$ cat src/rtl/sat_pkg.sv
package sat_pkg;

	// Default table depth
	localparam int MAX_SECTIONS_DEF = 16;

	// Request kinds carried in the input tuser
	localparam logic [2:0] RQ_LOAD    = 3'd0;
	localparam logic [2:0] RQ_RVA2OFF = 3'd1;
	localparam logic [2:0] RQ_OFF2RVA = 3'd2;
	localparam logic [2:0] RQ_LOCATE  = 3'd3;
	localparam logic [2:0] RQ_VA2OFF  = 3'd4;
	localparam logic [2:0] RQ_OFF2VA  = 3'd5;

	// Result status carried in the output tuser
	localparam logic [1:0] ST_OK       = 2'd0;
	localparam logic [1:0] ST_NOTFOUND = 2'd1;
	localparam logic [1:0] ST_LOADED   = 2'd2;

	// Configuration register indexes (paddr[2])
	localparam logic REG_SECTION_COUNT = 1'b0;
	localparam logic REG_IMAGE_BASE    = 1'b1;

	// Sequencer states
	typedef enum logic [2:0] {
		S_IDLE,
		S_HDR,
		S_CHK0,
		S_SCAN,
		S_ADJ
	} sat_state_t;

	// One section table entry, as stored in the RAM
	typedef struct packed {
		logic [31:0] raw_size;
		logic [31:0] raw_start;
		logic [31:0] virt_size;
		logic [31:0] virt_start;
	} sat_entry_t;

	// Range unit result
	typedef struct packed {
		logic        below;
		logic        hit;
		logic [31:0] mapped;
	} sat_cmp_t;

endpackage

$ cat src/rtl/sat_ram.sv
module sat_ram #(
	parameter int WIDTH = 128,
	parameter int DEPTH = 16
) (
	input  logic                                          clk,
	input  logic                                          we,
	input  logic [((DEPTH > 1) ? $clog2(DEPTH) : 1)-1:0] waddr,
	input  logic [WIDTH-1:0]                              wdata,
	input  logic                                          re,
	input  logic [((DEPTH > 1) ? $clog2(DEPTH) : 1)-1:0] raddr,
	output logic [WIDTH-1:0]                              rdata
);

	logic [WIDTH-1:0] mem_q [DEPTH];
	logic [WIDTH-1:0] rdata_q;

	// Write port
	always_ff @(posedge clk) begin
		if (we) begin
			mem_q[waddr] <= wdata;
		end
	end

	// Registered read port, holds when not enabled
	always_ff @(posedge clk) begin
		if (re) begin
			rdata_q <= mem_q[raddr];
		end
	end

	assign rdata = rdata_q;

endmodule

$ cat src/rtl/sat_range_unit.sv
module sat_range_unit (
	input  logic [31:0]       q,
	input  logic [31:0]       start,
	input  logic [31:0]       size,
	input  logic [31:0]       target,
	output sat_pkg::sat_cmp_t res
);
	import sat_pkg::*;

	logic [32:0] range_end;

	// End computed in 33 bits so it never wraps
	assign range_end  = {1'b0, start} + {1'b0, size};
	assign res.below  = (q < start);
	assign res.hit    = !res.below && ({1'b0, q} < range_end);
	// Rebase: q - start + target, modulo 2^32
	assign res.mapped = q - start + target;

endmodule

$ cat src/rtl/section_address_translator.sv
// Section address translator.
// Input stream (s_axis_*): one beat per request. tuser is the request kind:
// load a table entry, or translate query_value (rva->offset, offset->rva,
// locate rva, va->offset, offset->va). Output stream (m_axis_*): exactly one
// beat per input beat, in order, tuser is the status.
// APB port: section_count at 0x0, image_base at 0x4; write only while idle.
// Timing: a load or an unknown request is answered in the cycle after it is
// taken. A query walks the table one entry per cycle through a single range
// compare unit fed by a registered-read RAM with separate write and read
// ports: entry 0 is read (S_HDR), the header region below it is checked
// (S_CHK0), then entries are scanned in order (S_SCAN), and offset->va adds
// an S_ADJ step (image base added by the same unit). Only one request is in
// flight at a time; the next beat can be taken at the edge that takes the
// result, so a new request waits until the last result has been written.
// The result sits in an output register; s_axis_tready is high only while
// the sequencer is idle and that register is empty or being drained, so a
// stalled receiver holds back the input.
// Reset clears the sequencer, the output valid, section_count to 1 and
// image_base to 0. The table itself is not cleared: load entries first.
module section_address_translator #(
	parameter int MAX_SECTIONS = sat_pkg::MAX_SECTIONS_DEF
) (
	input  logic         clk,
	input  logic         arst_n,
	// entry_index[3:0], virt_start[35:4], virt_size[67:36], raw_start[99:68],
	// raw_size[131:100], query_value[163:132], zero[167:164]
	input  logic [167:0] s_axis_tdata,
	// req_type[2:0]
	input  logic [2:0]   s_axis_tuser,
	input  logic         s_axis_tvalid,
	output logic         s_axis_tready,
	// mapped_value[31:0], section_number[36:32], zero[39:37]
	output logic [39:0]  m_axis_tdata,
	// status[1:0]
	output logic [1:0]   m_axis_tuser,
	output logic         m_axis_tvalid,
	input  logic         m_axis_tready,
	input  logic         psel,
	input  logic         penable,
	input  logic         pwrite,
	input  logic [2:0]   paddr,
	input  logic [31:0]  pwdata,
	output logic [31:0]  prdata,
	output logic         pready
);
	import sat_pkg::*;

	localparam int AW    = (MAX_SECTIONS > 1) ? $clog2(MAX_SECTIONS) : 1;
	localparam int CNT_W = $clog2(MAX_SECTIONS + 1);

	// Input beat fields
	logic [2:0]  in_req;
	logic [3:0]  in_idx;
	logic [31:0] in_query;
	sat_entry_t  in_entry;

	assign in_req              = s_axis_tuser;
	assign in_idx              = s_axis_tdata[3:0];
	assign in_entry.virt_start = s_axis_tdata[35:4];
	assign in_entry.virt_size  = s_axis_tdata[67:36];
	assign in_entry.raw_start  = s_axis_tdata[99:68];
	assign in_entry.raw_size   = s_axis_tdata[131:100];
	assign in_query            = s_axis_tdata[163:132];

	// Configuration registers
	logic [4:0]  section_count_q;
	logic [31:0] image_base_q;
	logic        cfg_we;

	assign pready = 1'b1;
	assign cfg_we = psel && penable && pwrite && pready;

	always_ff @(posedge clk or negedge arst_n) begin
		if (!arst_n) begin
			section_count_q <= 5'd1;
			image_base_q    <= '0;
		end else if (cfg_we) begin
			if (paddr[2] == REG_SECTION_COUNT) begin
				section_count_q <= pwdata[4:0];
			end else begin
				image_base_q <= pwdata;
			end
		end
	end

	assign prdata = (paddr[2] == REG_IMAGE_BASE) ? image_base_q : {27'd0, section_count_q};

	// Sequencer and datapath registers
	sat_state_t       state_q, state_d;
	logic [2:0]       req_q;
	logic [31:0]      q_q;
	logic [CNT_W-1:0] n_q;
	logic [CNT_W-1:0] i_q;
	logic [CNT_W-1:0] nxt_i;
	logic [31:0]      res_val_q;
	logic [4:0]       res_sec_q;
	logic             out_valid_q;
	logic [31:0]      out_val_q;
	logic [4:0]       out_sec_q;
	logic [1:0]       out_st_q;

	// Control from the next-state logic
	logic             s_acc;
	logic             from_raw;
	logic             q_we;
	logic             scan_step;
	logic             res_we;
	logic [31:0]      res_val_d;
	logic [4:0]       res_sec_d;
	logic             out_we;
	logic [31:0]      out_val_d;
	logic [4:0]       out_sec_d;
	logic [1:0]       out_st_d;

	// Effective search count, min(section_count, MAX_SECTIONS)
	logic [31:0]      cnt_ext;
	logic [31:0]      n_ext;
	assign cnt_ext = {27'd0, section_count_q};
	assign n_ext   = (cnt_ext > 32'(MAX_SECTIONS)) ? 32'(MAX_SECTIONS) : cnt_ext;

	// Table RAM
	logic             ram_we;
	logic [AW-1:0]    ram_waddr;
	logic [31:0]      idx_ext;
	logic             ram_re;
	logic [AW-1:0]    ram_raddr;
	logic [$bits(sat_entry_t)-1:0] ram_rdata;
	sat_entry_t       ent;

	assign idx_ext   = {28'd0, in_idx};
	assign ram_waddr = idx_ext[AW-1:0];
	assign ram_we    = s_acc && (in_req == RQ_LOAD) && (idx_ext < 32'(MAX_SECTIONS));
	assign ent       = sat_entry_t'(ram_rdata);

	sat_ram #(
		.WIDTH ($bits(sat_entry_t)),
		.DEPTH (MAX_SECTIONS)
	) u_ram (
		.clk   (clk),
		.we    (ram_we),
		.waddr (ram_waddr),
		.wdata (in_entry),
		.re    (ram_re),
		.raddr (ram_raddr),
		.rdata (ram_rdata)
	);

	// Shared range/rebase unit
	logic [31:0] u_q, u_start, u_size, u_target;
	sat_cmp_t    u_res;

	sat_range_unit u_unit (
		.q      (u_q),
		.start  (u_start),
		.size   (u_size),
		.target (u_target),
		.res    (u_res)
	);

	assign s_axis_tready = (state_q == S_IDLE) && (!out_valid_q || m_axis_tready);
	assign s_acc         = s_axis_tvalid && s_axis_tready;
	assign from_raw      = (req_q == RQ_OFF2RVA) || (req_q == RQ_OFF2VA);
	assign nxt_i         = i_q + CNT_W'(1);

	// Next state, unit operands, result selection
	always_comb begin
		state_d   = state_q;
		q_we      = 1'b0;
		scan_step = 1'b0;
		res_we    = 1'b0;
		res_val_d = u_res.mapped;
		res_sec_d = 5'd0;
		out_we    = 1'b0;
		out_val_d = '0;
		out_sec_d = '0;
		out_st_d  = ST_NOTFOUND;
		ram_re    = 1'b0;
		ram_raddr = '0;
		u_q       = q_q;
		u_start   = from_raw ? ent.raw_start : ent.virt_start;
		u_size    = from_raw ? ent.raw_size : ent.virt_size;
		u_target  = from_raw ? ent.virt_start : ent.raw_start;
		unique case (state_q)
			S_IDLE: begin
				if (s_acc) begin
					if (in_req == RQ_LOAD) begin
						out_we   = 1'b1;
						out_st_d = ST_LOADED;
					end else if (in_req == RQ_RVA2OFF || in_req == RQ_OFF2RVA ||
							in_req == RQ_LOCATE || in_req == RQ_VA2OFF ||
							in_req == RQ_OFF2VA) begin
						state_d = S_HDR;
					end else begin
						out_we = 1'b1;
					end
				end
			end
			S_HDR: begin
				// Fetch entry 0; rebase va queries by the image base
				ram_re    = 1'b1;
				ram_raddr = '0;
				q_we      = 1'b1;
				u_start   = (req_q == RQ_VA2OFF) ? image_base_q : 32'd0;
				u_size    = '0;
				u_target  = '0;
				state_d   = S_CHK0;
			end
			S_CHK0: begin
				// Header region check against entry 0
				if (u_res.below) begin
					if (req_q == RQ_OFF2VA) begin
						res_we    = 1'b1;
						res_val_d = q_q;
						state_d   = S_ADJ;
					end else begin
						out_we    = 1'b1;
						out_val_d = (req_q == RQ_LOCATE) ? 32'd0 : q_q;
						out_st_d  = ST_OK;
						state_d   = S_IDLE;
					end
				end else begin
					state_d = S_SCAN;
				end
			end
			S_SCAN: begin
				// One entry per cycle, first match wins
				if (i_q >= n_q) begin
					out_we  = 1'b1;
					state_d = S_IDLE;
				end else if (u_res.hit) begin
					res_sec_d = 5'({{(32-CNT_W){1'b0}}, i_q} + 32'd1);
					if (req_q == RQ_OFF2VA) begin
						res_we  = 1'b1;
						state_d = S_ADJ;
					end else begin
						out_we    = 1'b1;
						out_val_d = (req_q == RQ_LOCATE) ? 32'd0 : u_res.mapped;
						out_sec_d = res_sec_d;
						out_st_d  = ST_OK;
						state_d   = S_IDLE;
					end
				end else begin
					scan_step = 1'b1;
					ram_re    = (nxt_i < n_q);
					ram_raddr = nxt_i[AW-1:0];
				end
			end
			S_ADJ: begin
				// Add the image base to the file-to-va result
				u_q       = res_val_q;
				u_start   = '0;
				u_size    = '0;
				u_target  = image_base_q;
				out_we    = 1'b1;
				out_val_d = u_res.mapped;
				out_sec_d = res_sec_q;
				out_st_d  = ST_OK;
				state_d   = S_IDLE;
			end
			default: begin
				state_d = S_IDLE;
			end
		endcase
	end

	// State and output valid
	always_ff @(posedge clk or negedge arst_n) begin
		if (!arst_n) begin
			state_q     <= S_IDLE;
			out_valid_q <= 1'b0;
		end else begin
			state_q <= state_d;
			if (out_we) begin
				out_valid_q <= 1'b1;
			end else if (m_axis_tready) begin
				out_valid_q <= 1'b0;
			end
		end
	end

	// Datapath registers
	always_ff @(posedge clk) begin
		if (s_acc) begin
			req_q <= in_req;
			q_q   <= in_query;
			n_q   <= n_ext[CNT_W-1:0];
			i_q   <= '0;
		end else begin
			if (q_we) begin
				q_q <= u_res.mapped;
			end
			if (scan_step) begin
				i_q <= nxt_i;
			end
		end
		if (res_we) begin
			res_val_q <= res_val_d;
			res_sec_q <= res_sec_d;
		end
		if (out_we) begin
			out_val_q <= out_val_d;
			out_sec_q <= out_sec_d;
			out_st_q  <= out_st_d;
		end
	end

	assign m_axis_tvalid = out_valid_q;
	assign m_axis_tdata  = {3'd0, out_sec_q, out_val_q};
	assign m_axis_tuser  = out_st_q;

	// A result is never written over one still waiting
	a_no_overwrite: assert property (@(posedge clk) disable iff (!arst_n)
		out_we |-> (!out_valid_q || m_axis_tready))
		else $error("result register overwritten");

	// Input is taken only by the idle sequencer
	a_ready_idle: assert property (@(posedge clk) disable iff (!arst_n)
		s_axis_tready |-> (state_q == S_IDLE))
		else $error("input ready outside idle");

	// Scan index never passes the search count
	a_scan_bound: assert property (@(posedge clk) disable iff (!arst_n)
		(state_q == S_SCAN) |-> (i_q <= n_q))
		else $error("scan index beyond count");

	// A query in flight ends in exactly one result
	a_one_result: assert property (@(posedge clk) disable iff (!arst_n)
		(state_q != S_IDLE && state_d == S_IDLE) |-> out_we)
		else $error("query finished without a result");

endmodule

$ cat config.mk
export PLATFORM = sky130hd
export DESIGN_NAME = section_address_translator
export DESIGN_NICKNAME = d
export VERILOG_FILES = /design/src/rtl/sat_pkg.sv /design/src/rtl/sat_ram.sv /design/src/rtl/sat_range_unit.sv /design/src/rtl/section_address_translator.sv
export SDC_FILE = /design/constraint.sdc
export NUM_CORES = 2
export LEC_CHECK = 0
export ABC_AREA = 0
export BUFFER_PORTS_ARGS = -buffer_cell sky130_fd_sc_hd__buf_2
export CORE_AREA = 2 2 503 355
export CTS_CLUSTER_DIAMETER = 80
export CTS_CLUSTER_SIZE = 16
export DETAILED_ROUTE_END_ITERATION = 7
export DIE_AREA = 0 0 505 357
export GPL_ROUTABILITY_DRIVEN = 1
export PLACE_DENSITY_LB_ADDON = 0.05
export SETUP_SLACK_MARGIN = 0.1
export SLEW_MARGIN = 30
export SYNTH_ARGS = -nofsm -noshare
export SYNTH_HDL_FRONTEND = slang
export SYNTH_SLANG_ARGS = --single-unit
$ cat constraint.sdc
create_clock -name clk -period 11.95 [get_ports clk]
set_input_delay 2.39 -clock clk [delete_from_list [all_inputs] [get_ports clk]]
set_output_delay 2.39 -clock clk [all_outputs]
set_load 0.005 [all_outputs]
==> flow_summary_export.csv <==
group,metric,value,unit
run_status,status,"finished clean",
logic_synthesis,yosys-top-cells-area,"edfxtp_1 (70%), mux2_2 (3.6%), nand2_1 (2.3%), mux2i_1 (2.2%), a21oi_1 (2.0%)",
critical_path,path_max_fanout,25,
sta,period_needed,10.54,ns
routing,avgRoutedWirePerCell,33.9,µm
critical_path,reg2reg_setup_slack,1.41,ns
power_and_ir_drop,power_density,229,nW/µm²
place,hpwl,174000,µm
power_and_ir_drop,vdd_ir_drop_max,0.210,mV
logic_synthesis,postSynth.asyncResetShare,1.75,%
logic_synthesis,synthTopCellsByCount,"edfxtp_1 (2292), nand2_1 (605), a21oi_1 (396)",
sta,rsz0062_at_grt,"false",
critical_path,worstPathArrival,11.06,ns
sta,maxSlewViolCount,0,
routing,dr.pass1.iters,7,
logic_synthesis,yosys_warnings,0,
clocking,ctsResizeCount,0,
critical_path,startpoint_type,"register",
worst_hold_path,hold_path_end,"out_sec_q[2]$_DFFE_PP_",
power_and_ir_drop,p_int,15600,µW
grt,grt_pass1_vias,55959,
routing,wl_met1,131000,µm
clocking,path_clk_slew,0.08,ns
logic_synthesis,avgSynthCellArea,15.4,µm²
routing,route.met2.wl,133000,µm
routing,wl,304000,µm
grt,antenna_found_initial,42,
clocking,cts_tree,"yes",
grt,gr-total-overflow,0,
grt,grt_max_degree,111,
logic_synthesis,yosysUniqueCellTypes,83,
final_layout,drive_gt1_share,15.0,%
sta,setup_tns,0,ns
logic_synthesis,yosys.area.top_type,"edfxtp_1",
logic_synthesis,ys.flop_type,"edfxtp_1",
logic_synthesis,syn-cell-area,97800,µm²
critical_path,crit_required,12.47,ns
clocking,post-cts-setup-buffers,0,
sta,setup_viol,0,
run,drv_cap,0,
routing,highest_layer,"met5",
sta,worstMarginPinSlew,1.06,ns
routing,drt-initial-drc-count,8459,
power_and_ir_drop,combPwrFrac,36.4,%
clocking,h-tree-depth,4,
place,portBuffers,279,
place,gp_congestion,0.947,
power_and_ir_drop,p_seq_share,41.8,%
critical_path,critPathKind,"reg -> reg",
final_layout,area_growth,9.67,%
power_and_ir_drop,leakagePower,0.0356,µW
critical_path,rr_worst_depth,29,
floorplan,std_cell_rows,129,
floorplan,start_util,55.7,%
floorplan,die_h,357,µm
clocking,holdBufCountCts,0,
power_and_ir_drop,power.share.clock,21.9,%
power_and_ir_drop,p_sw_share,36.4,%
critical_path,critPathCaptureType,"register",
sta,fmax,0.0949,GHz
routing,ant_nets,0,
routing,via_per_inst,6.75,
routing,wl_met3,32500,µm
routing,drcViolationCount,0,
sta,slew-limit-headroom,27.4,%
clocking,cts.sinks,2338,
worst_hold_path,min_from,"res_sec_q[2]$_SDFFCE_PP0P_",
sta,hold_violations,0,
floorplan,die_area,180000,µm²
clocking,worst_skew_pair.late_latency,0.83,ns
worst_hold_path,hold_depth,2,
logic_synthesis,synth.most_common_cell,"edfxtp_1",
floorplan,io_pins,290,
logic_synthesis,yosys.area.top_type_share,70.4,%
logic_synthesis,synth-edff-count,2292,
logic_synthesis,synth-seq-area-share,71.5,%
grt,grt_pass1_wl,426000,µm
logic_synthesis,netlist_instances,6359,
critical_path,cpPeakStageDelay,0.94,ns
floorplan,core_area,176000,µm²
critical_path,worstReg2RegEnd,"u_ram.rdata[123]$_DFFE_PP_",
sta,post-route-period-util,88.2,%
routing,vias,60611,
sta,skew,0.0390,ns
power_and_ir_drop,total_power,24600,µW
final_layout,finalCoreUtilization,61.1,%
power_and_ir_drop,p_switching,8930,µW
clocking,clockBufferDepth,3,
floorplan,dieWidth,505,µm
critical_path,cp_slowest_cell,"a2111oi_0",
grt,grtUsageTotal,33.2,%
logic_synthesis,yosys_register_bits,2338,
clocking,cts_buffers,165,
worst_hold_path,hold_class,"reg -> reg",
critical_path,reg2reg_from,"state_q[0]$_DFFE_PN0P_",
sta,whs,0.511,ns
final_layout,final_nets,6917,
clocking,root_buffer,"clkbuf_16",
[flip-flops by register name (all words and copies together), names as in the netlist, 32 cells and up]
register,flops
u_ram.mem_q,2048
u_ram.rdata,128
image_base_q,32
out_val_q,32
q_q,32
res_val_q,32
[power by group through the flow]
stage                     registers [µW]  logic, µW  clock network (µW)
after floorplan                    10100       5950                   0
after global placement             10400       8530                   0
after detailed placement           10400       8640                   0
after CTS                          10200       8680                5430
after global routing               10300       9670                5730
final                              10300       8930                5370
[final cells by class]
class                           count  area [µm²]
Sequential cell                  2338       70000
Fill cell                       13160       68300
Multi-Input combinational cell   3484       26000
Clock buffer                      223        4390
Timing Repair Buffer              436        3180
Tap cell                         2358        2950
Inverter                          116         440
Clock inverter                     17         302
Antenna cell                       12        30.0
[kinds of logic (layout without fill, tap and decap cells)]
group                      count (synthesis)  after routing  share of synthesized area (%)
other                                      2             16                        0.00768
DFF                                     2338           2338                           71.5
muxes                                    531            531                           5.92
buffers and inverters                    539            792                           2.19
AOI/OAI and AO/OA                       1808           1808                           13.4
adders and majority gates                164            164                           2.32
xor gates and xnor gates                  66             66                          0.591
and+or+nand+nor                          911            911                           4.07
[per-layer routing]
| layer | track usage, % | up-vias |
|---|---|---|
| met5 | 0 | - |
| met4 | 7.70 | 22 |
| met3 | 6.76 | 379 |
| met2 | 48.7 | 3491 |
| met1 | 51.3 | 31136 |
| li1 | - | 25583 |
[stage by stage]
| stage | instances | setup slack, ns | cell area (µm²) |
|---|---|---|---|
| 6_report | 8984 | 1.41 | 107000 |
| 2_1_floorplan | 6361 | 1.85 | 97800 |
| 3_3_place_gp | 8727 | 1.87 | 102000 |
| 4_1_cts | 8970 | 1.91 | 107000 |
| 5_1_grt | 8975 | 1.29 | 107000 |
| 3_5_place_dp | 8730 | 2.00 | 102000 |
[critical path: cells and delay by family, from the launching register on]
family	cells	cell delay, ns
DFF	1	0.68
muxes	1	0.18
adders and majority gates	2	0.56
and+or+nand+nor	8	2.98
buffers and inverters	3	0.91
AOI/OAI and AO/OA	15	4.88
[cells in the final DEF (no fill, tap or decap), drive strengths merged, types with 90 or more instances in the layout]
cell     instances
o32ai           93
inv            120
edfxtp        2292
a21o           136
nand2          605
clkbuf         223
a2bb2oi         91
buf            436
nor2            91
a221oi          94
mux2i          211
a221o          125
a211oi         146
a32o            90
mux2           313
ha             134
a21oi          396
a22oi          121
o21ai          259
[worst max path at each step]
stage | startpoint | endpoint | slack (ns)
3_5_place_dp | state_q[0]$_DFFE_PN0P_ | u_ram.rdata[88]$_DFFE_PP_ | 2.00
3_3_place_gp | state_q[0]$_DFFE_PN0P_ | u_ram.rdata[68]$_DFFE_PP_ | 1.87
2_1_floorplan | req_q[0]$_DFFE_PP_ | u_ram.rdata[0]$_DFFE_PP_ | 1.85
4_1_cts | state_q[0]$_DFFE_PN0P_ | u_ram.rdata[88]$_DFFE_PP_ | 1.91
6_report | state_q[0]$_DFFE_PN0P_ | u_ram.rdata[123]$_DFFE_PP_ | 1.41
5_1_grt | state_q[0]$_DFFE_PN0P_ | u_ram.rdata[123]$_DFFE_PP_ | 1.29
No activity file was read; power rests on OpenSTA's default activity.
